## config.mk

```make
export PLATFORM = sky130hd
export DESIGN_NAME = rtn_csc
export DESIGN_NICKNAME = d
export VERILOG_FILES = /design/src/sv/rtn_pkg.sv /design/src/sv/rtn_csc.sv
export SDC_FILE = /design/constraint.sdc
export NUM_CORES = 1
export LEC_CHECK = 0
export BUFFER_PORTS_ARGS = -buffer_cell sky130_fd_sc_hd__buf_2
export CAP_MARGIN = 20
export CORE_MARGIN = 1.5
export CORE_UTILIZATION = 30
export DETAILED_ROUTE_END_ITERATION = 12
export PLACE_DENSITY_LB_ADDON = 0.2
export SYNTH_ARGS = -nofsm -noshare
export SYNTH_HDL_FRONTEND = slang
export SYNTH_SLANG_ARGS = --single-unit
export TNS_END_PERCENT = 30
```

## constraint.sdc

```tcl
create_clock -name vclk -period 8.2
set_clock_uncertainty 0.1 [all_clocks]
set_input_delay 0 -clock vclk [all_inputs]
set_output_delay 0 -clock vclk [all_outputs]
set_load 0.03 [all_outputs]
```

## src/sv/rtn_pkg.sv

```systemverilog
// Shared constants, types and helpers for the RGB to NV12 converter.
package rtn_pkg;

  localparam int MAX_WIDTH  = 4096;
  localparam int MAX_HEIGHT = 4096;

  localparam int COL_W      = $clog2(MAX_WIDTH);
  localparam int ROW_W      = $clog2(MAX_HEIGHT);
  localparam int LINE_DEPTH = MAX_WIDTH / 2;
  localparam int LINE_AW    = $clog2(LINE_DEPTH);

  localparam int QUAD_W     = 11;
  localparam int CFG_IDX_W  = 1;

  localparam logic [QUAD_W-1:0] WIDTH_LIMIT  = QUAD_W'(MAX_WIDTH / 4);
  localparam logic [QUAD_W-1:0] HEIGHT_LIMIT = QUAD_W'(MAX_HEIGHT / 4);
  localparam logic [QUAD_W-1:0] WIDTH_RESET  = QUAD_W'(160);
  localparam logic [QUAD_W-1:0] HEIGHT_RESET = QUAD_W'(120);

  localparam logic [CFG_IDX_W-1:0] CFG_WIDTH_QUADS  = CFG_IDX_W'(0);
  localparam logic [CFG_IDX_W-1:0] CFG_HEIGHT_QUADS = CFG_IDX_W'(1);

  localparam logic [23:0] Y_R   = 24'd16843;
  localparam logic [23:0] Y_G   = 24'd33030;
  localparam logic [23:0] Y_B   = 24'd6423;
  localparam logic [23:0] Y_OFS = 24'd1048576;
  localparam logic [23:0] U_R   = 24'd9699;
  localparam logic [23:0] U_G   = 24'd19071;
  localparam logic [23:0] U_B   = 24'd28770;
  localparam logic [23:0] V_R   = 24'd28770;
  localparam logic [23:0] V_G   = 24'd24117;
  localparam logic [23:0] V_B   = 24'd4653;
  localparam logic [23:0] C_OFS = 24'd8388608;

  typedef struct packed {
    logic               odd_col;
    logic               odd_row;
    logic               frame_last;
    logic [LINE_AW-1:0] idx;
  } pos_t;

  function automatic logic [QUAD_W-1:0] clamp_quads(input logic [QUAD_W-1:0] q,
                                                    input logic [QUAD_W-1:0] limit);
    logic [QUAD_W-1:0] res;
    if (q == '0) begin
      res = QUAD_W'(1);
    end else if (q > limit) begin
      res = limit;
    end else begin
      res = q;
    end
    return res;
  endfunction

endpackage

```

## src/sv/rtn_csc.sv

```systemverilog
// BT.601 color space conversion of one pixel to 8-bit Y, U and V.
module rtn_csc import rtn_pkg::*; (
  input  logic [7:0] blue,
  input  logic [7:0] green,
  input  logic [7:0] red,
  output logic [7:0] y,
  output logic [7:0] u,
  output logic [7:0] v
);

  logic [23:0] r24, g24, b24;
  logic [23:0] y_acc, u_acc, v_acc;

  always_comb begin
    r24   = 24'(red);
    g24   = 24'(green);
    b24   = 24'(blue);
    y_acc = Y_OFS + Y_R * r24 + Y_G * g24 + Y_B * b24;
    u_acc = C_OFS + U_B * b24 - U_R * r24 - U_G * g24;
    v_acc = C_OFS + V_R * r24 - V_G * g24 - V_B * b24;
    y     = y_acc[23:16];
    u     = u_acc[23:16];
    v     = v_acc[23:16];
  end

endmodule

```

Yosys cells after proc, flatten, opt, wreduce, memory -nomap -nowiden
Cells that the tools add are included.
{"block": "totals", "ff_bits": 0, "out_inout_bits": 24, "wordCells": 18}
{"block": "classes", "n_mul": 9, "n_addsub": 9}
{"cell": "$mul 15x8->23 const A", "n": 4}
{"cell": "$mul 14x8->22 const A", "n": 3}
{"cell": "$add 24x23->24 const A", "n": 2}
{"cell": "$sub 24x23->24", "n": 2}
{"cell": "$mul 13x8->21 const A", "n": 2}
{"cell": "$add 21x23->24 const A", "n": 1}
{"cell": "$add 24x21->24", "n": 1}
{"cell": "$add 24x24->24", "n": 1}
{"cell": "$sub 24x21->24", "n": 1}
{"cell": "$sub 24x22->24", "n": 1}

Longest topological paths before layout
Gate-level depths: netlist of run 1.
{"block": "depth", "ltp_word": 4, "depth_mapped": 28}

Least setup slack after synthesis of run 1
No wires, ideal clock.
{"block": "synth_path", "kind": "input -> output", "startpoint": "in red[0]", "endpoint": "out v[5]", "t_arrival_ps": 6407, "slack_ps": 1693, "n_path_buf": 0, "path_stages": 25, "path_cell_list": "inv_1 ha_1 ha_1 inv_1 fa_1 inv_1 ha_1 fa_1 a21o_1 a21oi_1 o21bai_1 a21oi_1 xor2_1 fa_1 fa_1 fa_1 inv_1 ha_1 a21o_1 a21oi_2 nor2_1 a311oi_4 a21oi_2 or2_4 o311ai_1"}
{"block": "synth_between", "elab_chain_len": 4}
{"element": "start, declared", "line_no": "rtn_csc.sv:5", "rtl": "input logic [7:0] red,"}
{"element": "$mul 14x8->22", "line_no": "rtn_csc.sv:20", "rtl": "v_acc = C_OFS + V_R * r24 - V_G * g24 - V_B * b24;"}
{"element": "$add 24x23->24", "line_no": "rtn_csc.sv:20"}
{"element": "$sub 24x23->24", "line_no": "rtn_csc.sv:20"}
{"element": "$sub 24x21->24", "line_no": "rtn_csc.sv:20"}
{"element": "end, declared", "line_no": "rtn_csc.sv:8", "rtl": "output logic [7:0] v"}
No other way between the ends.

Worst setup path after layout of run 1
{"block": "layout_path", "startpoint": "in blue[2]", "endpoint": "out u[2]"}
{"block": "layout_between", "elab_chain_len": 4}
{"element": "start, declared", "line_no": "rtn_csc.sv:3", "rtl": "input logic [7:0] blue,"}
{"element": "$mul 14x8->22", "line_no": "rtn_csc.sv:19", "rtl": "u_acc = C_OFS + U_B * b24 - U_R * r24 - U_G * g24;"}
{"element": "$add 24x23->24", "line_no": "rtn_csc.sv:19"}
{"element": "$sub 24x22->24", "line_no": "rtn_csc.sv:19"}
{"element": "$sub 24x23->24", "line_no": "rtn_csc.sv:19"}
{"element": "end, declared", "line_no": "rtn_csc.sv:7", "rtl": "output logic [7:0] u,"}
No other way between the ends.

==> flow_summary.yaml, run 1 <==
sta:
  fin_crit_sh_pct: 87.76
  fmax_ghz: 0.1390
  period_minus_slack_ps: 7196
  hold_viol_final: 0
  slew_violations: 0
  relSlewSlack_pct: 41.93
  rsz0062_at_grt: "no"
  setup_violations: 0
  tightest_slew_ps: 860.1
  final.setup.tns_ps: 0
placed_design:
  port_buffers: 48
  place_congestion: 0.9545
  hpwlAfterDp_um: 46500
worst_setup_path:
  path_class: "in2out"
  required_ps: 8100
  arrival_ps: 7100
  critPathCaptureType: "output pin"
  startpoint_type: "primary input"
  worstPathMaxFanout: 12
floorplanning:
  die_x_um: 238.4
  num_rows: 86
  pin_count: 48
  die-area_um2: 56830
  start_util_pct: 30.29
  coreArea_um2: 54880
  die_h_um: 238.4
detailed_routing:
  drt.antenna.violating_nets: 0
  wl_per_cell_um: 20.28
  drc: 0
  dr.pass1.iters: 5
  drt_iter0_markers: 611
  wl_um: 50750
  drt-vias-per-instance: 4.691
  vias: 11740
final_layout:
  seq_cells: 0
  seq_area_um2: 0
  area_growth_pct: 7.609
  fillers: 5804
  drive_gt1_share_pct: 4.780
  nClkBuffers: 0
  antenna_cells: 0
  nets: 2568
global_route:
  grt_util_all_layers_pct: 18.74
  antenna_found_initial: 0
  grt_max_degree: 18
  grt_pass1_vias: 12970
  grt_pass1_wl_um: 79250
  grt_overflow: 0
logic_synthesis:
  ys_warn_count: 0
  syn-num-nets: 2500
  syn-instance-count: 1733
  ys_top_cells_by_count: "inv_1, ha_1, fa_1, nor2_1, a21oi_1"
  yosys.cell_types.count: 60
  synth.largest_area_cell: "fa_1"
  yosysSeqAreaShare_pct: 0
  synth_top_area_share_pct: 39.02
  synth_most_common_cell: "inv_1"
  syn_area_per_cell_um2: 9.592
  syn_area_um2: 16620
  netlist_top_cells_area: "fa_1, ha_1, inv_1"
clock_network:
  cts_resized: 0
  cts_hold_buf: 0
  postCtsSetupRepairBufs: 0
flow_run:
  cap_violations: 0
worst_hold_path:
  min_path_type: "in2out"
status:
  status: "completed"
[placed cells by master (no fill, tap or decap), types with 4 or more instances in the layout]
cell type	Yosys	routed
nor2_1	50	50
nand2_1	43	43
o31ai_1	5	5
inv_1	531	531
fa_1	324	324
xnor2_1	32	32
and2_1	7	7
nor3_1	17	17
a31oi_1	9	9
a221oi_1	4	4
buf_4	0	22
o2111ai_1	5	5
and3_1	9	9
nor4_1	5	5
o21bai_1	5	5
o21a_1	6	6
ha_1	419	419
o21ai_0	39	39
nor4b_1	4	4
buf_2	0	48
a211o_1	7	7
xor2_1	23	23
nand2b_1	10	10
nand4_1	5	5
a21o_1	28	28
o211ai_1	5	5
nand3_1	19	19
nor2b_1	8	8
a211oi_1	10	10
o21ai_1	4	4
a21oi_1	49	49
[area by class of cell]
cell class                      instances  area, µm²  share of cell area [%]
Timing Repair Buffer                   70      405.4                   2.266
Tap cell                              704      880.8                   4.924
Inverter                              531       1993                   11.14
Multi-Input combinational cell       1198      14610                   81.67
[cells by family after synthesis]
| family | Yosys count | share of synthesized area, % |
|---|---|---|
| xor gates and xnor gates | 56 | 3.033 |
| buffers and inverters | 535 | 12.12 |
| and+or+nand+nor | 192 | 5.713 |
| AOI/OAI and AO/OA | 204 | 8.393 |
| muxes | 3 | 0.1882 |
| adders and majority gates | 743 | 70.56 |
[through the flow]
stage | util (%) | instance area (µm²) | hold slack (ps) | setup WS, ps | std cells
floorplan | - | 16620 | 376.4 | 1693 | 1733
global placement | 32.60 | 17890 | 1067 | 1114 | 2503
detailed placement | 32.60 | 17890 | 1065 | 1035 | 2503
CTS | 32.60 | 17890 | 1064 | 1026 | 2503
global route | 32.60 | 17890 | 1091 | 508.4 | 2503
finish | 32.60 | 17890 | 1024 | 1004 | 2503
[worst max-delay path: stages]
cell and delay, ps:
buf_2 450, ha_1 400, ha_1 310, ha_1 300
ha_1 300, ha_1 280, a21o_1 180, a21oi_1 210
o21ai_0 130, and2_1 190, o21ai_0 350, xnor2_1 170
ha_1 160, inv_1 60, fa_1 530, inv_1 50
fa_1 530, inv_1 50, fa_1 440, ha_1 320
and3_1 190, nand2_1 80, or3_1 340, a21oi_1 250
o21ai_0 150, a21bo_2 230, a211oi_1 180, buf_2 230
[layer usage]
| metal | part of all wire (%) | global-route usage [%] |
|---|---|---|
| met1 | 47 | 26.10 |
| met2 | 46 | 31.12 |
| met3 | 2.8 | 0.6247 |
| met4 | 4.5 | 6.655 |
| met5 | 0 | 0 |
[final timing paths]
| check | startpoint | depth (start not counted) | endpoint | slack (ps) |
|---|---|---|---|---|
| setup / recovery | blue[2] | 28 | u[2] | 1000 |
| hold / removal | green[3] | 5 | y[7] | 1020 |
Power of run 1 is left out: the tool's default activity adds up to more than one toggle a clock period on the data nets, which glitch-free logic cannot reach.
==> inputs of run 2 (changes only) <==
--- a/config.mk
+++ b/config.mk
@@ -5,7 +5,7 @@
 export SDC_FILE = /design/constraint.sdc
 export NUM_CORES = 1
 export LEC_CHECK = 0
-export BUFFER_PORTS_ARGS = -buffer_cell sky130_fd_sc_hd__buf_2
+export BUFFER_PORTS_ARGS = -buffer_cell sky130_fd_sc_hd__buf_4
 export CAP_MARGIN = 20
 export CORE_MARGIN = 1.5
 export CORE_UTILIZATION = 30
==> flow_summary.yaml, run 2 (synthesized netlist as in run 1, its figures left out) <==
status:
  status: "completed"
detailed_routing:
  wl_um: 49710
  drc: 0
  vias: 11650
  wl_per_cell_um: 19.97
  drt_iter0_markers: 528
  drt-vias-per-instance: 4.679
  drt.antenna.violating_nets: 0
  dr.pass1.iters: 5
final_layout:
  nets: 2554
  seq_cells: 0
  nClkBuffers: 0
  area_growth_pct: 7.700
  seq_area_um2: 0
  antenna_cells: 0
  fin_area_um2: 17900
  drive_gt1_share_pct: 4.034
  layout_commonest_cell: "inv_1"
  final_cell_mix: "inv_1, ha_1, fa_1"
worst_hold_path:
  min_path_type: "in2out"
  hold_depth: 4
sta:
  final.setup.tns_ps: 0
  setup_ws_ps: 944.7
  setup_violations: 0
  slew_violations: 0
  fmax_ghz: 0.1378
  hold_viol_final: 0
  tightest_slew_ps: 796.9
  relSlewSlack_pct: 46.38
  period_minus_slack_ps: 7255
  fin_crit_sh_pct: 88.48
  rsz0062_at_grt: "no"
worst_setup_path:
  required_ps: 8100
  cp-startpoint: "blue[3]"
  startpoint_type: "primary input"
  critPathCapture: "u[2]"
  worstPathMaxFanout: 19
  arrival_ps: 7160
  critPathCaptureType: "output pin"
  path_class: "in2out"
placed_design:
  hpwlAfterDp_um: 44890
  pre_cts_slack_ps: 1044
  dpl-instance-area_um2: 17900
  port_buffers: 48
  place_congestion: 0.9671
floorplanning:
  num_rows: 86
  start_util_pct: 30.29
  pin_count: 48
  coreArea_um2: 54880
  die_x_um: 238.4
  die-area_um2: 56830
  die_h_um: 238.4
global_route:
  grt_overflow: 0
  grt_pass1_wl_um: 77480
  grt_max_degree: 20
  grt_util_all_layers_pct: 18.27
  antenna_found_initial: 0
  grt_pass1_vias: 12980
clock_network:
  cts_hold_buf: 0
  cts_resized: 0
  postCtsSetupRepairBufs: 0
flow_run:
  cap_violations: 0
run 2: worst max-delay path: stages:
cell and delay (ps):
buf_4 340, ha_1 430, ha_1 260, fa_1 540, ha_1 230, ha_1 320
nor2b_1 140, o21ai_0 220, a21boi_1 100, o21ai_1 400, a21oi_1 170, a21oi_1 200
xnor2_1 120, fa_1 510, inv_1 50, fa_1 530, inv_1 50, fa_1 430
ha_1 320, and3_1 200, nand2_1 90, or3_1 340, a21oi_1 280, o21ai_0 170
a21bo_2 240, a211oi_1 230, buf_4 210
run 2: cell type report:
type / instances / area (µm²)
Fill cell: 5748 / 36970
Multi-Input combinational cell: 1198 / 14610
Inverter: 531 / 1993
Tap cell: 704 / 880.8
Timing Repair Buffer: 56 / 420.4
run 2: metrics by stage:
stage          hold slack, ps  cells  util, %
6_report                785.6   2489    32.62
5_1_grt                 842.6   2489    32.62
3_5_place_dp            828.5   2489    32.62
3_3_place_gp            826.1   2489    32.62
4_1_cts                 827.4   2489    32.62
2_1_floorplan           376.4   1733        -
run 2: per-layer routing:
| layer | wire length (µm) | GRT usage, % | share of wire (%) |
|---|---|---|---|
| met5 | 0 | 0 | 0 |
| met4 | 2254 | 6.521 | 4.5 |
| met3 | 2164 | 1.793 | 4.4 |
| met2 | 22850 | 30.48 | 46 |
| met1 | 22440 | 24.57 | 45 |
run 2: worst min-delay path by stage:
stage	from	endpoint	slack (ps)
CTS	green[3]	y[7]	830
global placement	green[3]	y[7]	830
floorplan	green[3]	y[7]	380
detailed placement	green[3]	y[7]	830
finish	green[3]	y[7]	790
global route	green[3]	y[7]	840
Power of run 2 is left out for the same reason.
==> inputs of run 3 (changes only) <==
--- a/config.mk
+++ b/config.mk
@@ -8,9 +8,10 @@
 export BUFFER_PORTS_ARGS = -buffer_cell sky130_fd_sc_hd__buf_4
 export CAP_MARGIN = 20
 export CORE_MARGIN = 1.5
-export CORE_UTILIZATION = 30
+export CORE_UTILIZATION = 60
 export DETAILED_ROUTE_END_ITERATION = 12
 export PLACE_DENSITY_LB_ADDON = 0.2
+export SLEW_MARGIN = 10
 export SYNTH_ARGS = -nofsm -noshare
 export SYNTH_HDL_FRONTEND = slang
 export SYNTH_SLANG_ARGS = --single-unit
==> flow_summary.yaml, run 3 (synthesized netlist as in run 1, its figures left out) <==
detailed_routing:
  vias: 11990
  drt_iter0_markers: 755
  drc: 0
  dr.pass1.iters: 6
  wl_um: 46070
  drt.antenna.violating_nets: 0
  wl_per_cell_um: 21.38
  drt-vias-per-instance: 5.561
placed_design:
  port_buffers: 48
  hpwlAfterDp_um: 40850
  pre_cts_slack_ps: 1217
  place_congestion: 1.071
  dp.cells: 2155
  dpl-instance-area_um2: 17470
sta:
  hold_viol_final: 0
  setup_ws_ps: 1075
  slew_violations: 0
  relSlewSlack_pct: 51.29
  period_minus_slack_ps: 7125
  rsz0062_at_grt: "no"
  fin_crit_sh_pct: 86.89
  final.setup.tns_ps: 0
  setup_violations: 0
  fmax_ghz: 0.1404
  tightest_slew_ps: 721.4
global_route:
  grt_max_degree: 20
  grt_overflow: 0
  grt_util_all_layers_pct: 33.99
  grt_pass1_wl_um: 72190
  antenna_found_initial: 0
  grt_pass1_vias: 12920
status:
  status: "completed"
floorplanning:
  die-area_um2: 28710
  start_util_pct: 61.34
  die_h_um: 169.5
  coreArea_um2: 27100
  pin_count: 48
  num_rows: 60
  die_x_um: 169.5
final_layout:
  fin_area_um2: 17470
  final_cell_mix: "inv_1, ha_1, fa_1"
  seq_cells: 0
  area_growth_pct: 5.111
  layout_commonest_cell: "inv_1"
  antenna_cells: 0
  final_cells: 2155
  nClkBuffers: 0
  nets: 2552
  drive_gt1_share_pct: 3.926
  seq_area_um2: 0
worst_setup_path:
  worstPathMaxFanout: 19
  critPathCaptureType: "output pin"
  cp-startpoint: "blue[3]"
  arrival_ps: 7020
  critPathCapture: "u[2]"
  path_class: "in2out"
  required_ps: 8100
  startpoint_type: "primary input"
clock_network:
  cts_resized: 0
  cts_hold_buf: 0
  postCtsSetupRepairBufs: 0
flow_run:
  cap_violations: 0
worst_hold_path:
  min_from: "green[3]"
  min_path_type: "in2out"
[run 3: changes by cell type in the layout (fill, tap and decap cells not counted)]
cell / change
buf_4: -2
[run 3: metal layers]
| layer | GRT usage [%] | vias to the layer above | share of wire (%) | wire, µm |
|---|---|---|---|---|
| li1 | - | 5542 | - | - |
| met1 | 47.82 | 5947 | 44 | 20320 |
| met2 | 54.09 | 400 | 44 | 20480 |
| met3 | 4.711 | 96 | 7.0 | 3239 |
| met4 | 11.81 | 0 | 4.4 | 2029 |
| met5 | 0 | - | 0 | 0 |
[run 3: worst min-delay path by stage]
stage / to / slack (ps) / cells after the start
floorplan: y[7] / 380 / 2
global placement: y[7] / 710 / 4
detailed placement: y[7] / 730 / 4
CTS: y[7] / 730 / 4
global route: y[7] / 750 / 4
finish: y[7] / 740 / 4
[run 3: area by class of cell]
| type | instances | area [µm²] |
|---|---|---|
| tap | 372 | 465.4 |
| timing repair buffer | 54 | 405.4 |
| multi-input combinational | 1198 | 14610 |
| inverter | 531 | 1993 |
| fill | 2292 | 9628 |
[run 3: critical path, stage by stage]
cell and delay, ps:
buf_4 320, ha_1 400, ha_1 250, fa_1 540
ha_1 230, ha_1 320, nor2b_1 150, o21ai_0 220
a21boi_1 110, o21ai_1 370, a21oi_1 160, a21oi_1 210
xnor2_1 110, fa_1 520, inv_1 60, fa_1 530
inv_1 50, fa_1 430, ha_1 320, and3_1 190
nand2_1 70, or3_1 330, a21oi_1 250, o21ai_0 170
a21bo_2 240, a211oi_1 220, buf_4 200
[run 3: metrics by stage]
stage,util [%],hold WS [ps]
after floorplan,-,376.4
after global placement,64.47,708.6
after detailed placement,64.47,727.2
after CTS,64.47,726.3
after global routing,64.47,750.2
final,64.47,738.8
Power of run 3 is left out for the same reason.
