$ cat src/sv/rtn_pkg.sv
// Shared constants, types and helpers for the RGB to NV12 converter.
package rtn_pkg;

  localparam int MAX_WIDTH  = 4096;
  localparam int MAX_HEIGHT = 4096;

  localparam int COL_W      = $clog2(MAX_WIDTH);
  localparam int ROW_W      = $clog2(MAX_HEIGHT);
  localparam int LINE_DEPTH = MAX_WIDTH / 2;
  localparam int LINE_AW    = $clog2(LINE_DEPTH);

  localparam int QUAD_W     = 11;
  localparam int CFG_IDX_W  = 1;

  localparam logic [QUAD_W-1:0] WIDTH_LIMIT  = QUAD_W'(MAX_WIDTH / 4);
  localparam logic [QUAD_W-1:0] HEIGHT_LIMIT = QUAD_W'(MAX_HEIGHT / 4);
  localparam logic [QUAD_W-1:0] WIDTH_RESET  = QUAD_W'(160);
  localparam logic [QUAD_W-1:0] HEIGHT_RESET = QUAD_W'(120);

  localparam logic [CFG_IDX_W-1:0] CFG_WIDTH_QUADS  = CFG_IDX_W'(0);
  localparam logic [CFG_IDX_W-1:0] CFG_HEIGHT_QUADS = CFG_IDX_W'(1);

  localparam logic [23:0] Y_R   = 24'd16843;
  localparam logic [23:0] Y_G   = 24'd33030;
  localparam logic [23:0] Y_B   = 24'd6423;
  localparam logic [23:0] Y_OFS = 24'd1048576;
  localparam logic [23:0] U_R   = 24'd9699;
  localparam logic [23:0] U_G   = 24'd19071;
  localparam logic [23:0] U_B   = 24'd28770;
  localparam logic [23:0] V_R   = 24'd28770;
  localparam logic [23:0] V_G   = 24'd24117;
  localparam logic [23:0] V_B   = 24'd4653;
  localparam logic [23:0] C_OFS = 24'd8388608;

  typedef struct packed {
    logic               odd_col;
    logic               odd_row;
    logic               frame_last;
    logic [LINE_AW-1:0] idx;
  } pos_t;

  function automatic logic [QUAD_W-1:0] clamp_quads(input logic [QUAD_W-1:0] q,
                                                    input logic [QUAD_W-1:0] limit);
    logic [QUAD_W-1:0] res;
    if (q == '0) begin
      res = QUAD_W'(1);
    end else if (q > limit) begin
      res = limit;
    end else begin
      res = q;
    end
    return res;
  endfunction

endpackage

$ cat src/sv/rtn_pos.sv
// Frame geometry registers and raster position counters.
module rtn_pos import rtn_pkg::*; (
  input  logic                 clk,
  input  logic                 rst_n,
  input  logic                 cfg_we,
  input  logic [CFG_IDX_W-1:0] cfg_index,
  input  logic [QUAD_W-1:0]    cfg_wdata,
  input  logic                 advance,
  output pos_t                 pos
);

  logic [QUAD_W-1:0] width_quads_r, width_quads_nxt;
  logic [QUAD_W-1:0] height_quads_r, height_quads_nxt;
  logic [COL_W-1:0]  col_r, col_nxt;
  logic [ROW_W-1:0]  row_r, row_nxt;
  logic [QUAD_W-1:0] width_eff, height_eff;
  logic [COL_W:0]    col_last;
  logic [ROW_W:0]    row_last;
  logic              last_col, last_row;

  always_comb begin
    width_eff  = clamp_quads(width_quads_r, WIDTH_LIMIT);
    height_eff = clamp_quads(height_quads_r, HEIGHT_LIMIT);
    col_last   = (COL_W+1)'({width_eff, 2'b00}) - (COL_W+1)'(1);
    row_last   = (ROW_W+1)'({height_eff, 2'b00}) - (ROW_W+1)'(1);
    last_col   = (col_r == col_last[COL_W-1:0]);
    last_row   = (row_r == row_last[ROW_W-1:0]);

    pos.odd_col    = col_r[0];
    pos.odd_row    = row_r[0];
    pos.frame_last = last_col && last_row;
    pos.idx        = col_r[COL_W-1:1];
  end

  always_comb begin
    width_quads_nxt  = width_quads_r;
    height_quads_nxt = height_quads_r;
    col_nxt          = col_r;
    row_nxt          = row_r;
    if (cfg_we) begin
      case (cfg_index)
        CFG_WIDTH_QUADS:  width_quads_nxt  = cfg_wdata;
        CFG_HEIGHT_QUADS: height_quads_nxt = cfg_wdata;
        default: ;
      endcase
      col_nxt = '0;
      row_nxt = '0;
    end else if (advance) begin
      if (last_col) begin
        col_nxt = '0;
        row_nxt = last_row ? '0 : row_r + ROW_W'(1);
      end else begin
        col_nxt = col_r + COL_W'(1);
      end
    end
  end

  always_ff @(posedge clk) begin
    if (!rst_n) begin
      width_quads_r  <= WIDTH_RESET;
      height_quads_r <= HEIGHT_RESET;
      col_r          <= '0;
      row_r          <= '0;
    end else begin
      width_quads_r  <= width_quads_nxt;
      height_quads_r <= height_quads_nxt;
      col_r          <= col_nxt;
      row_r          <= row_nxt;
    end
  end

endmodule

$ cat config.mk
export PLATFORM = sky130hd
export DESIGN_NAME = rtn_pos
export DESIGN_NICKNAME = d
export VERILOG_FILES = /design/src/sv/rtn_pkg.sv /design/src/sv/rtn_pos.sv
export SDC_FILE = /design/constraint.sdc
export NUM_CORES = 1
export LEC_CHECK = 0
export ABC_AREA = 1
export BUFFER_PORTS_ARGS = -buffer_cell sky130_fd_sc_hd__buf_2
export CORE_UTILIZATION = 30
export DETAILED_ROUTE_END_ITERATION = 8
export PLACE_DENSITY = 0.49
export SYNTH_ARGS = -nofsm -noshare
export SYNTH_HDL_FRONTEND = slang
export SYNTH_SLANG_ARGS = --single-unit
export TNS_END_PERCENT = 50
$ cat constraint.sdc
create_clock -name clk -period 3.7 [get_ports clk]
set_clock_uncertainty 0.2 [all_clocks]
set_input_delay 1.11 -clock clk [delete_from_list [all_inputs] [get_ports clk]]
set_output_delay 1.11 -clock clk [all_outputs]
set_load 0.02 [all_outputs]
-- After elaboration in Yosys (flattened, before gate mapping)
Index checks and enable logic that the tools add are counted.
- $add $sub $neg: 4
- magnitude comparators: 2
- eq/ne operators: 2
- muxes and demuxes: 6
- bitwise operators: 2
- reduce and logical (&&, ||, !) cells: 7
- operators with widths (cell ; number):
    10-bit two-way mux ; 4
    12-bit by 1-bit adder with 12-bit output (second input constant) ; 2
    12-bit == test ; 2
    12-bit two-way mux ; 2
    12-bit by 1-bit subtractor with 12-bit output (second input constant) ; 2
    11-bit greater-than comparator (second input constant) ; 2
    11-bit zero test ; 2
    2-bit AND reduction ; 3
    1-bit NOT ; 2
    2-bit OR reduction ; 1
    1-bit logical AND ; 1
- register bits: 46
- input port bits: 16
- output and inout bits: 14
- logic and storage cells: 27

-- Longest topological paths before layout
Gate-level depths: netlist (run 1).
- depth in word-level cells: 6
- depth in mapped cells: 21
- mapped depth without buffers: 20

-- Worst setup path after synthesis (run 1)
OpenSTA, ideal clock, no wires.
- path type: reg2out
- from: register height_quads_r[5]
- to: output port pos[11] (netlist bit)
- arrival time: 2.425 ns
- required time: 2.390 ns
- path slack: -0.035 ns
- cell stages (with the launch flop): 16
- path buffers: 2
- cell sequence: dfxtp_1 > buf_2 > nor2_1 > nand3_1 > o21bai_4 > buf_4 > nand2_1 > ha_1 > o21ai_0 > a21oi_1 > nand3_1 > nor2_1 > nand3_1 > nor2_1 > nand3_1 > nor3_1
- RTL lines (element ; RTL line ; RTL):
    start, declared ; rtn_pos.sv:13 ; logic [QUAD_W-1:0] height_quads_r, height_quads_nxt;
    start signal, assigned ; rtn_pos.sv:66 ; height_quads_r <= height_quads_nxt;
    end, declared ; rtn_pos.sv:9 ; output pos_t pos

==> impl_metrics.prom, run 1 <==
# TYPE chip_impl_metric gauge
chip_impl_metric{name="synth-edff-count",unit=""} 0
chip_impl_info{name="cpMaxStageDelayCell",value="dfxtp_1"} 1
chip_impl_metric{name="power_density",unit="mW/mm^2"} 288
chip_impl_metric{name="globalRouteTotalUtil",unit="%"} 17.3
chip_impl_metric{name="cts.hold.buffers_added",unit=""} 0
chip_impl_metric{name="final_util",unit="%"} 37.9
chip_impl_metric{name="avgSynthCellArea",unit="um^2"} 6.12
chip_impl_info{name="critical_path_endpoint_category",value="output port"} 1
chip_impl_metric{name="tightestPinTransition",unit="ns"} 0.573
chip_impl_metric{name="tritoncts.num_buffers",unit=""} 5
chip_impl_metric{name="clock_insertion_delay_worst_skew",unit="ns"} 0.30
chip_impl_metric{name="critical_path_data_required_time",unit="ns"} 2.39
chip_impl_metric{name="netlist_area",unit="mm^2"} 0.00327
chip_impl_info{name="setup.worst_path.start_class",value="register"} 1
chip_impl_info{name="synth_ff_type",value="dfxtp_1"} 1
chip_impl_metric{name="design.final.nets",unit=""} 608
chip_impl_metric{name="initial_core_util",unit="%"} 31.2
chip_impl_metric{name="drive_above_1_share",unit="%"} 22.2
chip_impl_metric{name="die_w",unit="um"} 106
chip_impl_info{name="cts_root_buffer",value="clkbuf_8"} 1
chip_impl_metric{name="worst_slew_margin_rel",unit="%"} 61.3
chip_impl_info{name="grt_setup_unrepaired",value="yes"} 1
chip_impl_metric{name="area_of_the_multi_input_gates",unit="mm^2"} 0.00213
chip_impl_metric{name="clock.fmax",unit="MHz"} 256
chip_impl_metric{name="layout-area-overhead-vs-synth",unit="%"} 21.4
chip_impl_metric{name="synth_cells",unit=""} 534
chip_impl_metric{name="htreeDepth",unit=""} 2
chip_impl_metric{name="r2r_setup_slack",unit="ns"} 0.70
chip_impl_metric{name="seq_area_frac_synth",unit="%"} 28.2
chip_impl_metric{name="ys_types",unit=""} 39
chip_impl_metric{name="first_pass_iters",unit=""} 4
chip_impl_metric{name="overflow",unit=""} 0
chip_impl_metric{name="core",unit="mm^2"} 0.0105
chip_impl_info{name="synth_area_leaders",value="dfxtp_1 (28%), nand2_1 (17%), nor2_1 (10%), nand3_1 (8.3%), inv_1 (7.5%)"} 1
chip_impl_metric{name="detailed_place_hpwl",unit="mm"} 7.15
chip_impl_info{name="type_of_the_worst_setup_path",value="reg -> out"} 1
chip_impl_info{name="synth.cells.most_frequent",value="nand2_1 (144), nor2_1 (88), inv_1 (65)"} 1
chip_impl_info{name="run_status",value="complete, but fails checks"} 1
chip_impl_metric{name="remaining_drc_errors",unit=""} 0
chip_impl_metric{name="io_buffer_count",unit=""} 29
chip_impl_info{name="clock_tree_from_tritoncts",value="done"} 1
chip_impl_metric{name="worst_hold_slack",unit="ns"} 0.297
chip_impl_metric{name="synthesis.nets",unit=""} 554
chip_impl_metric{name="num_io_pins",unit=""} 30
chip_impl_info{name="critical_path.most_common_cell",value="nand2_2"} 1
chip_impl_metric{name="yosys_warnings",unit=""} 0
chip_impl_metric{name="grt_max_degree",unit=""} 24
chip_impl_metric{name="route.final.wire_length",unit="mm"} 9.38
chip_impl_metric{name="async_reset_ff_share",unit="%"} 0
chip_impl_metric{name="final_hold_viol_count",unit=""} 0
chip_impl_metric{name="viasPerCell",unit=""} 4.78
chip_impl_metric{name="n_fill_cell",unit=""} 1163
chip_impl_metric{name="synth.ff_latch_count",unit=""} 46
chip_impl_metric{name="fp.dieArea",unit="mm^2"} 0.0113
chip_impl_info{name="violations",value="setup timing"} 1
chip_impl_metric{name="die_h",unit="um"} 106
chip_impl_metric{name="number_of_standard_cell_rows_in_the_floorplan",unit=""} 37
chip_impl_info{name="synth.largest_area_cell",value="dfxtp_1"} 1
chip_impl_metric{name="antenna_found_initial",unit=""} 0
chip_impl_info{name="hold_path.class",value="reg -> reg"} 1
chip_impl_metric{name="gp_congestion",unit=""} 0.812
chip_impl_metric{name="cap_violations",unit=""} 0
chip_impl_info{name="post-synth-top-count-cell",value="nand2_1"} 1
chip_impl_metric{name="crit_path_max_fanout",unit=""} 3
chip_impl_metric{name="timing.final.crit_share",unit="%"} 105
chip_impl_metric{name="drt.antenna.violating_nets",unit=""} 0
chip_impl_metric{name="setup_ws",unit="ns"} -0.202
chip_impl_metric{name="num_vias",unit=""} 3463
chip_impl_metric{name="number_of_failing_setup_endpoints_in_the_final_timing_report",unit=""} 1
chip_impl_metric{name="cts.sink_count",unit=""} 46
chip_impl_metric{name="synth_top_area_share",unit="%"} 28.2
chip_impl_metric{name="drtIter0Drc",unit=""} 125
chip_impl_metric{name="seq_area",unit="um^2"} 945
chip_impl_metric{name="first_global_vias",unit=""} 3342
chip_impl_metric{name="period_needed",unit="ns"} 3.90
chip_impl_metric{name="crit_arrival",unit="ns"} 2.59
chip_impl_metric{name="slowest_delay",unit="ns"} 0.37
chip_impl_metric{name="vdd_ir_drop_max",unit="uV"} 122
chip_impl_metric{name="routed_wire_length_per_instance",unit="um"} 12.9
chip_impl_metric{name="clk_pin_slew_worst_paths",unit="ns"} 0.10
chip_impl_metric{name="timing_max_transition_violations_final",unit=""} 0
chip_impl_metric{name="antenna-diode-count",unit=""} 0
chip_impl_info{name="chain_of_cells_forming_the_critical_path",value="inv_1 -> nand3_2 -> nor2_1 -> nand2_1 -> nand2_2 -> nand2_2 -> ha_4 -> nand2_2 -> nand2_2 -> nor2_2 -> nand2_1 -> nor2_2 -> nand3_1 -> nor2_2 -> nand3_2 -> nor3_4 -> buf_6"} 1
chip_impl_metric{name="cts-root-to-sink-buffers",unit=""} 2
chip_impl_metric{name="grt_pass1_wl",unit="mm"} 15.8
chip_impl_metric{name="leakagePower",unit="uW"} 0.00175
cells by family (layout without fill, tap and decap cells):
family | Yosys count | in the layout | synth area share (%)
simple gates | 334 | 334 | 45.7
buf+inv | 80 | 135 | 10.3
compound gates | 54 | 54 | 10.1
flops | 46 | 46 | 28.2
xor+xnor | 16 | 16 | 4.29
fa+ha+maj | 4 | 4 | 1.53
layout by cell type (no fill, tap or decap), types with 2 or more instances in the layout:
master and count:
dfxtp_2 4, inv_2 3, nor2_4 6, nand2_2 8
nor4_1 2, nor3_2 2, nand2_4 3, a21oi_1 13
nor3_1 6, nor2_1 76, nand4_1 10, dfxtp_4 5
clkinv_2 2, xor2_1 14, clkbuf_8 5, ha_1 2
inv_1 64, a21oi_2 2, ha_4 2, o211ai_1 2
o21ai_1 7, buf_4 28, o21ai_0 22, nand2_1 137
nor2_2 17, o41ai_1 3, xnor2_1 2, clkinv_1 2
nand3b_1 6, dfxtp_1 37, nand3_2 6, nand3_1 51
o21ai_2 2, buf_2 28
critical path, delay by kind of cell (launching register included):
family                   cells  cell delay, ns
adder cells (fa/ha/maj)      1            0.22
flip-flops                   1            0.37
AND/OR/NAND/NOR             14            1.42
buffers and inverters        2            0.25
repair_timing:
action	4_1_cts	5_1_grt
gates cloned	0	0
endpoints found under the setup margin	1	1
setup buffers	4	7
gates resized for setup	25	24
pin swaps	13	16
sequential cells by signal, indices dropped and copies added (netlist names):
| name | cells |
|---|---|
| width_quads_r | 11 |
| col_r | 12 |
| height_quads_r | 11 |
| row_r | 12 |
cell type report:
| cell class | count | share of cell area [%] |
|---|---|---|
| Inverter | 70 | 6.66 |
| Clock buffer | 5 | 1.74 |
| Timing Repair Buffer | 57 | 9.12 |
| Clock inverter | 3 | 0.536 |
| Multi-Input combinational cell | 408 | 53.8 |
| Tap cell | 136 | 4.29 |
| Sequential cell | 46 | 23.8 |
through the flow:
stage	worst slack, ns	total power, uW	std cells	area (um^2)	TNS (ns)
global placement	0.108	801	706	3640	0
CTS	-0.192	1140	718	3840	-0.192
floorplan	0.127	727	534	3270	0
finish	-0.202	1140	725	3970	-0.202
detailed placement	0.0306	801	706	3640	0
global route	-0.375	1220	725	3970	-0.375
routing by layer:
layer  vias to the layer above  routed length [um]  GRT usage (%)
li1                       1811                   -              -
met1                      1570                4340           21.6
met2                        66                4560           30.3
met3                        16                 295           2.51
met4                         0                 183           5.56
met5                         -                   0              0
final timing paths:
path / from / endpoint / cells past startpoint
min reg2reg: height_quads_r[0] / height_quads_r[0] / 2
min: height_quads_r[0] / height_quads_r[0] / 2
max reg2reg: width_quads_r[5] / row_r[5] / 21
max: width_quads_r[5] / pos[11] / 17
power breakdown:
group | internal, uW | switching (uW) | leakage [uW]
clock | 133 | 189 | 0.0000441
combinational | 106 | 181 | 0.00133
sequential | 511 | 20.2 | 0.000377
Power figures use the tool's default switching activity.
==> run 2, diff against run 1 <==
--- a/config.mk
+++ b/config.mk
@@ -10,6 +10,7 @@
 export CORE_UTILIZATION = 30
 export DETAILED_ROUTE_END_ITERATION = 8
 export PLACE_DENSITY = 0.49
+export SETUP_SLACK_MARGIN = 0.15
 export SYNTH_ARGS = -nofsm -noshare
 export SYNTH_HDL_FRONTEND = slang
 export SYNTH_SLANG_ARGS = --single-unit
==> run 2 against run 1 <==
Against the previous run:
- the run still ends with setup timing left
- via count decreased by 2.1%
- critical path depth fell by 2
- critical endpoint unchanged
- maximum frequency up 0.55%
- non-clock buffer count down 10
- die area did not move
- utilization is 0.61 points lower
- clock power down 8.7%
- flip-flop and latch count stayed put
- highest routed layer unchanged
- final cell count fell by 1.5%
- sequential power increased by 0.8%
==> impl_metrics.prom, run 2 (synthesis results as in run 1) <==
# TYPE chip_impl_metric gauge
chip_impl_metric{name="ff_to_ff_path_depth",unit=""} 17
chip_impl_info{name="clock_tree_from_tritoncts",value="done"} 1
chip_impl_metric{name="vdd_ir_drop_max",unit="uV"} 140
chip_impl_metric{name="detailed_place_hpwl",unit="mm"} 6.97
chip_impl_metric{name="routed_wire_length_per_instance",unit="um"} 12.4
chip_impl_metric{name="power_density",unit="mW/mm^2"} 284
chip_impl_metric{name="placed_area",unit="mm^2"} 0.00363
chip_impl_info{name="run_status",value="complete, but fails checks"} 1
chip_impl_metric{name="worst_slew_margin_rel",unit="%"} 61.7
chip_impl_metric{name="period_needed",unit="ns"} 3.88
chip_impl_info{name="r2r_end",value="row_r[8]"} 1
chip_impl_metric{name="antenna-diode-count",unit=""} 0
chip_impl_metric{name="first_global_vias",unit=""} 3213
chip_impl_metric{name="drt.antenna.violating_nets",unit=""} 0
chip_impl_info{name="largestRegisters",value="col_r (12), row_r (12)"} 1
chip_impl_metric{name="remaining_drc_errors",unit=""} 0
chip_impl_metric{name="gp_congestion",unit=""} 0.800
chip_impl_metric{name="leakagePower",unit="uW"} 0.00171
chip_impl_metric{name="cts.sink_count",unit=""} 46
chip_impl_info{name="final_cell_mix",value="nand2_1 (135), nor2_1 (76), inv_1 (63)"} 1
chip_impl_metric{name="number_of_failing_setup_endpoints_in_the_final_timing_report",unit=""} 1
chip_impl_info{name="grt_setup_unrepaired",value="yes"} 1
chip_impl_metric{name="grt_max_degree",unit=""} 24
chip_impl_metric{name="first_pass_iters",unit=""} 4
chip_impl_metric{name="dp_worst_setup_slack",unit="ns"} 0.0323
chip_impl_metric{name="crit_arrival",unit="ns"} 2.57
chip_impl_metric{name="crit_path_max_fanout",unit=""} 5
chip_impl_metric{name="critical_path_data_required_time",unit="ns"} 2.39
chip_impl_metric{name="initial_core_util",unit="%"} 31.2
chip_impl_info{name="setup.worst_path.start_class",value="register"} 1
chip_impl_metric{name="timing.final.crit_share",unit="%"} 105
chip_impl_metric{name="comb_power_share",unit="%"} 25.2
chip_impl_metric{name="antenna_found_initial",unit=""} 0
chip_impl_metric{name="clock.fmax",unit="MHz"} 258
chip_impl_metric{name="setup_ws",unit="ns"} -0.180
chip_impl_info{name="reg2reg_from",value="width_quads_r[4]"} 1
chip_impl_metric{name="globalRouteTotalUtil",unit="%"} 16.6
chip_impl_metric{name="overflow",unit=""} 0
chip_impl_metric{name="number_of_standard_cell_rows_in_the_floorplan",unit=""} 37
chip_impl_metric{name="drtIter0Drc",unit=""} 72
chip_impl_info{name="hold_path.class",value="reg -> reg"} 1
chip_impl_metric{name="die_w",unit="um"} 106
chip_impl_metric{name="route.final.wire_length",unit="mm"} 8.88
chip_impl_metric{name="design.final.nets",unit=""} 598
chip_impl_metric{name="core",unit="mm^2"} 0.0105
chip_impl_metric{name="timing_max_transition_violations_final",unit=""} 0
chip_impl_metric{name="clk_pin_slew_worst_paths",unit="ns"} 0.08
chip_impl_info{name="type_of_the_worst_setup_path",value="reg -> out"} 1
chip_impl_info{name="mostFrequentLayoutCell",value="nand2_1"} 1
chip_impl_metric{name="total_switching_power",unit="uW"} 364
chip_impl_metric{name="layout-area-overhead-vs-synth",unit="%"} 19.4
chip_impl_metric{name="drive_above_1_share",unit="%"} 21.6
chip_impl_metric{name="io_buffer_count",unit=""} 29
chip_impl_metric{name="tightestPinTransition",unit="ns"} 0.567
chip_impl_metric{name="switching_share",unit="%"} 32.8
chip_impl_metric{name="tritoncts.num_buffers",unit=""} 5
chip_impl_metric{name="viasPerCell",unit=""} 4.75
chip_impl_metric{name="seq_power_share",unit="%"} 48.2
chip_impl_metric{name="grt_pass1_wl",unit="mm"} 15.1
chip_impl_metric{name="cts-root-to-sink-buffers",unit=""} 2
chip_impl_info{name="cts_root_buffer",value="clkbuf_8"} 1
chip_impl_metric{name="htreeDepth",unit=""} 2
chip_impl_info{name="violations",value="setup timing"} 1
chip_impl_info{name="setup.worst_path.start",value="width_quads_r[4]"} 1
chip_impl_metric{name="fp.dieArea",unit="mm^2"} 0.0113
chip_impl_metric{name="final_hold_viol_count",unit=""} 0
chip_impl_metric{name="power.clock.fraction",unit="%"} 26.5
chip_impl_metric{name="num_io_pins",unit=""} 30
chip_impl_metric{name="num_vias",unit=""} 3391
chip_impl_info{name="critical_path_endpoint_category",value="output port"} 1
chip_impl_metric{name="r2r_setup_slack",unit="ns"} 0.89
chip_impl_metric{name="final_cell_area",unit="mm^2"} 0.00390
chip_impl_info{name="worstSetupEndpoint",value="pos[11]"} 1
chip_impl_metric{name="die_h",unit="um"} 106
chip_impl_metric{name="clock_insertion_delay_worst_skew",unit="ns"} 0.29
chip_impl_metric{name="cap_violations",unit=""} 0
chip_impl_metric{name="p_int",unit="uW"} 746
## run 2: what timing repair did
action	4_1_cts	5_1_grt
setup endpoints to repair	1	1
hold buffers	0	0
cloned	0	0
buffers inserted	1	2
pin swaps	11	13
gates resized for setup	29	27
## run 2: final cells by class
class | instances | area (um^2)
Clock buffer | 7 | 76.3
Fill cell | 1201 | 6560
Inverter | 70 | 264
Multi-Input combinational cell | 408 | 2160
Sequential cell | 46 | 942
Tap cell | 136 | 170
Timing Repair Buffer | 47 | 287
## run 2: metal layers
layer / track usage [%] / share of wire (%) / vias to the layer above
met5: 0 / 0 / -
met4: 4.27 / 1.4 / 0
met3: 2.21 / 2.7 / 10
met2: 29.7 / 49 / 43
met1: 20.7 / 47 / 1544
li1: - / - / 1794
## run 2: worst min-delay path by stage
stage,from,to,slack [ns],cells past startpoint
finish,width_quads_r[7],width_quads_r[7],0.30,2
global route,width_quads_r[7],width_quads_r[7],0.31,2
CTS,width_quads_r[0],width_quads_r[0],0.29,2
detailed placement,width_quads_r[0],width_quads_r[0],0.27,2
global placement,height_quads_r[0],height_quads_r[0],0.27,2
floorplan,height_quads_r[0],height_quads_r[0],0.24,2
## run 2: critical path, cell delays in order, from the launching register on
cell and delay, ns:
dfxtp_2 0.37, nor2_4 0.14, nand3_4 0.09, o21ai_4 0.23, nand2_2 0.10, ha_4 0.25, nand2_2 0.06, nand2_2 0.05
nor2_2 0.13, nand2_1 0.07, nor2_2 0.12, nand3_2 0.07, nor2_2 0.11, nand3_2 0.12, nor3_4 0.23, buf_6 0.14
## run 2: power groups by stage
stage / Combinational (uW) / Clock [uW] / Sequential (uW)
floorplan: 189 / 0 / 538
global placement: 257 / 0 / 540
detailed placement: 258 / 0 / 540
CTS: 268 / 304 / 532
global route: 320 / 330 / 538
finish: 280 / 294 / 535
## run 2: metrics by stage
stage / util (%) / setup TNS, ns / hold WS [ns] / total power, uW / cells
after floorplan: - / 0 / 0.244 / 727 / 534
after global placement: 34.7 / 0 / 0.271 / 796 / 704
after detailed placement: 34.7 / 0 / 0.274 / 798 / 704
after CTS: 36.4 / -0.157 / 0.286 / 1100 / 712
after global routing: 37.3 / -0.386 / 0.311 / 1190 / 714
final: 37.3 / -0.180 / 0.296 / 1110 / 714
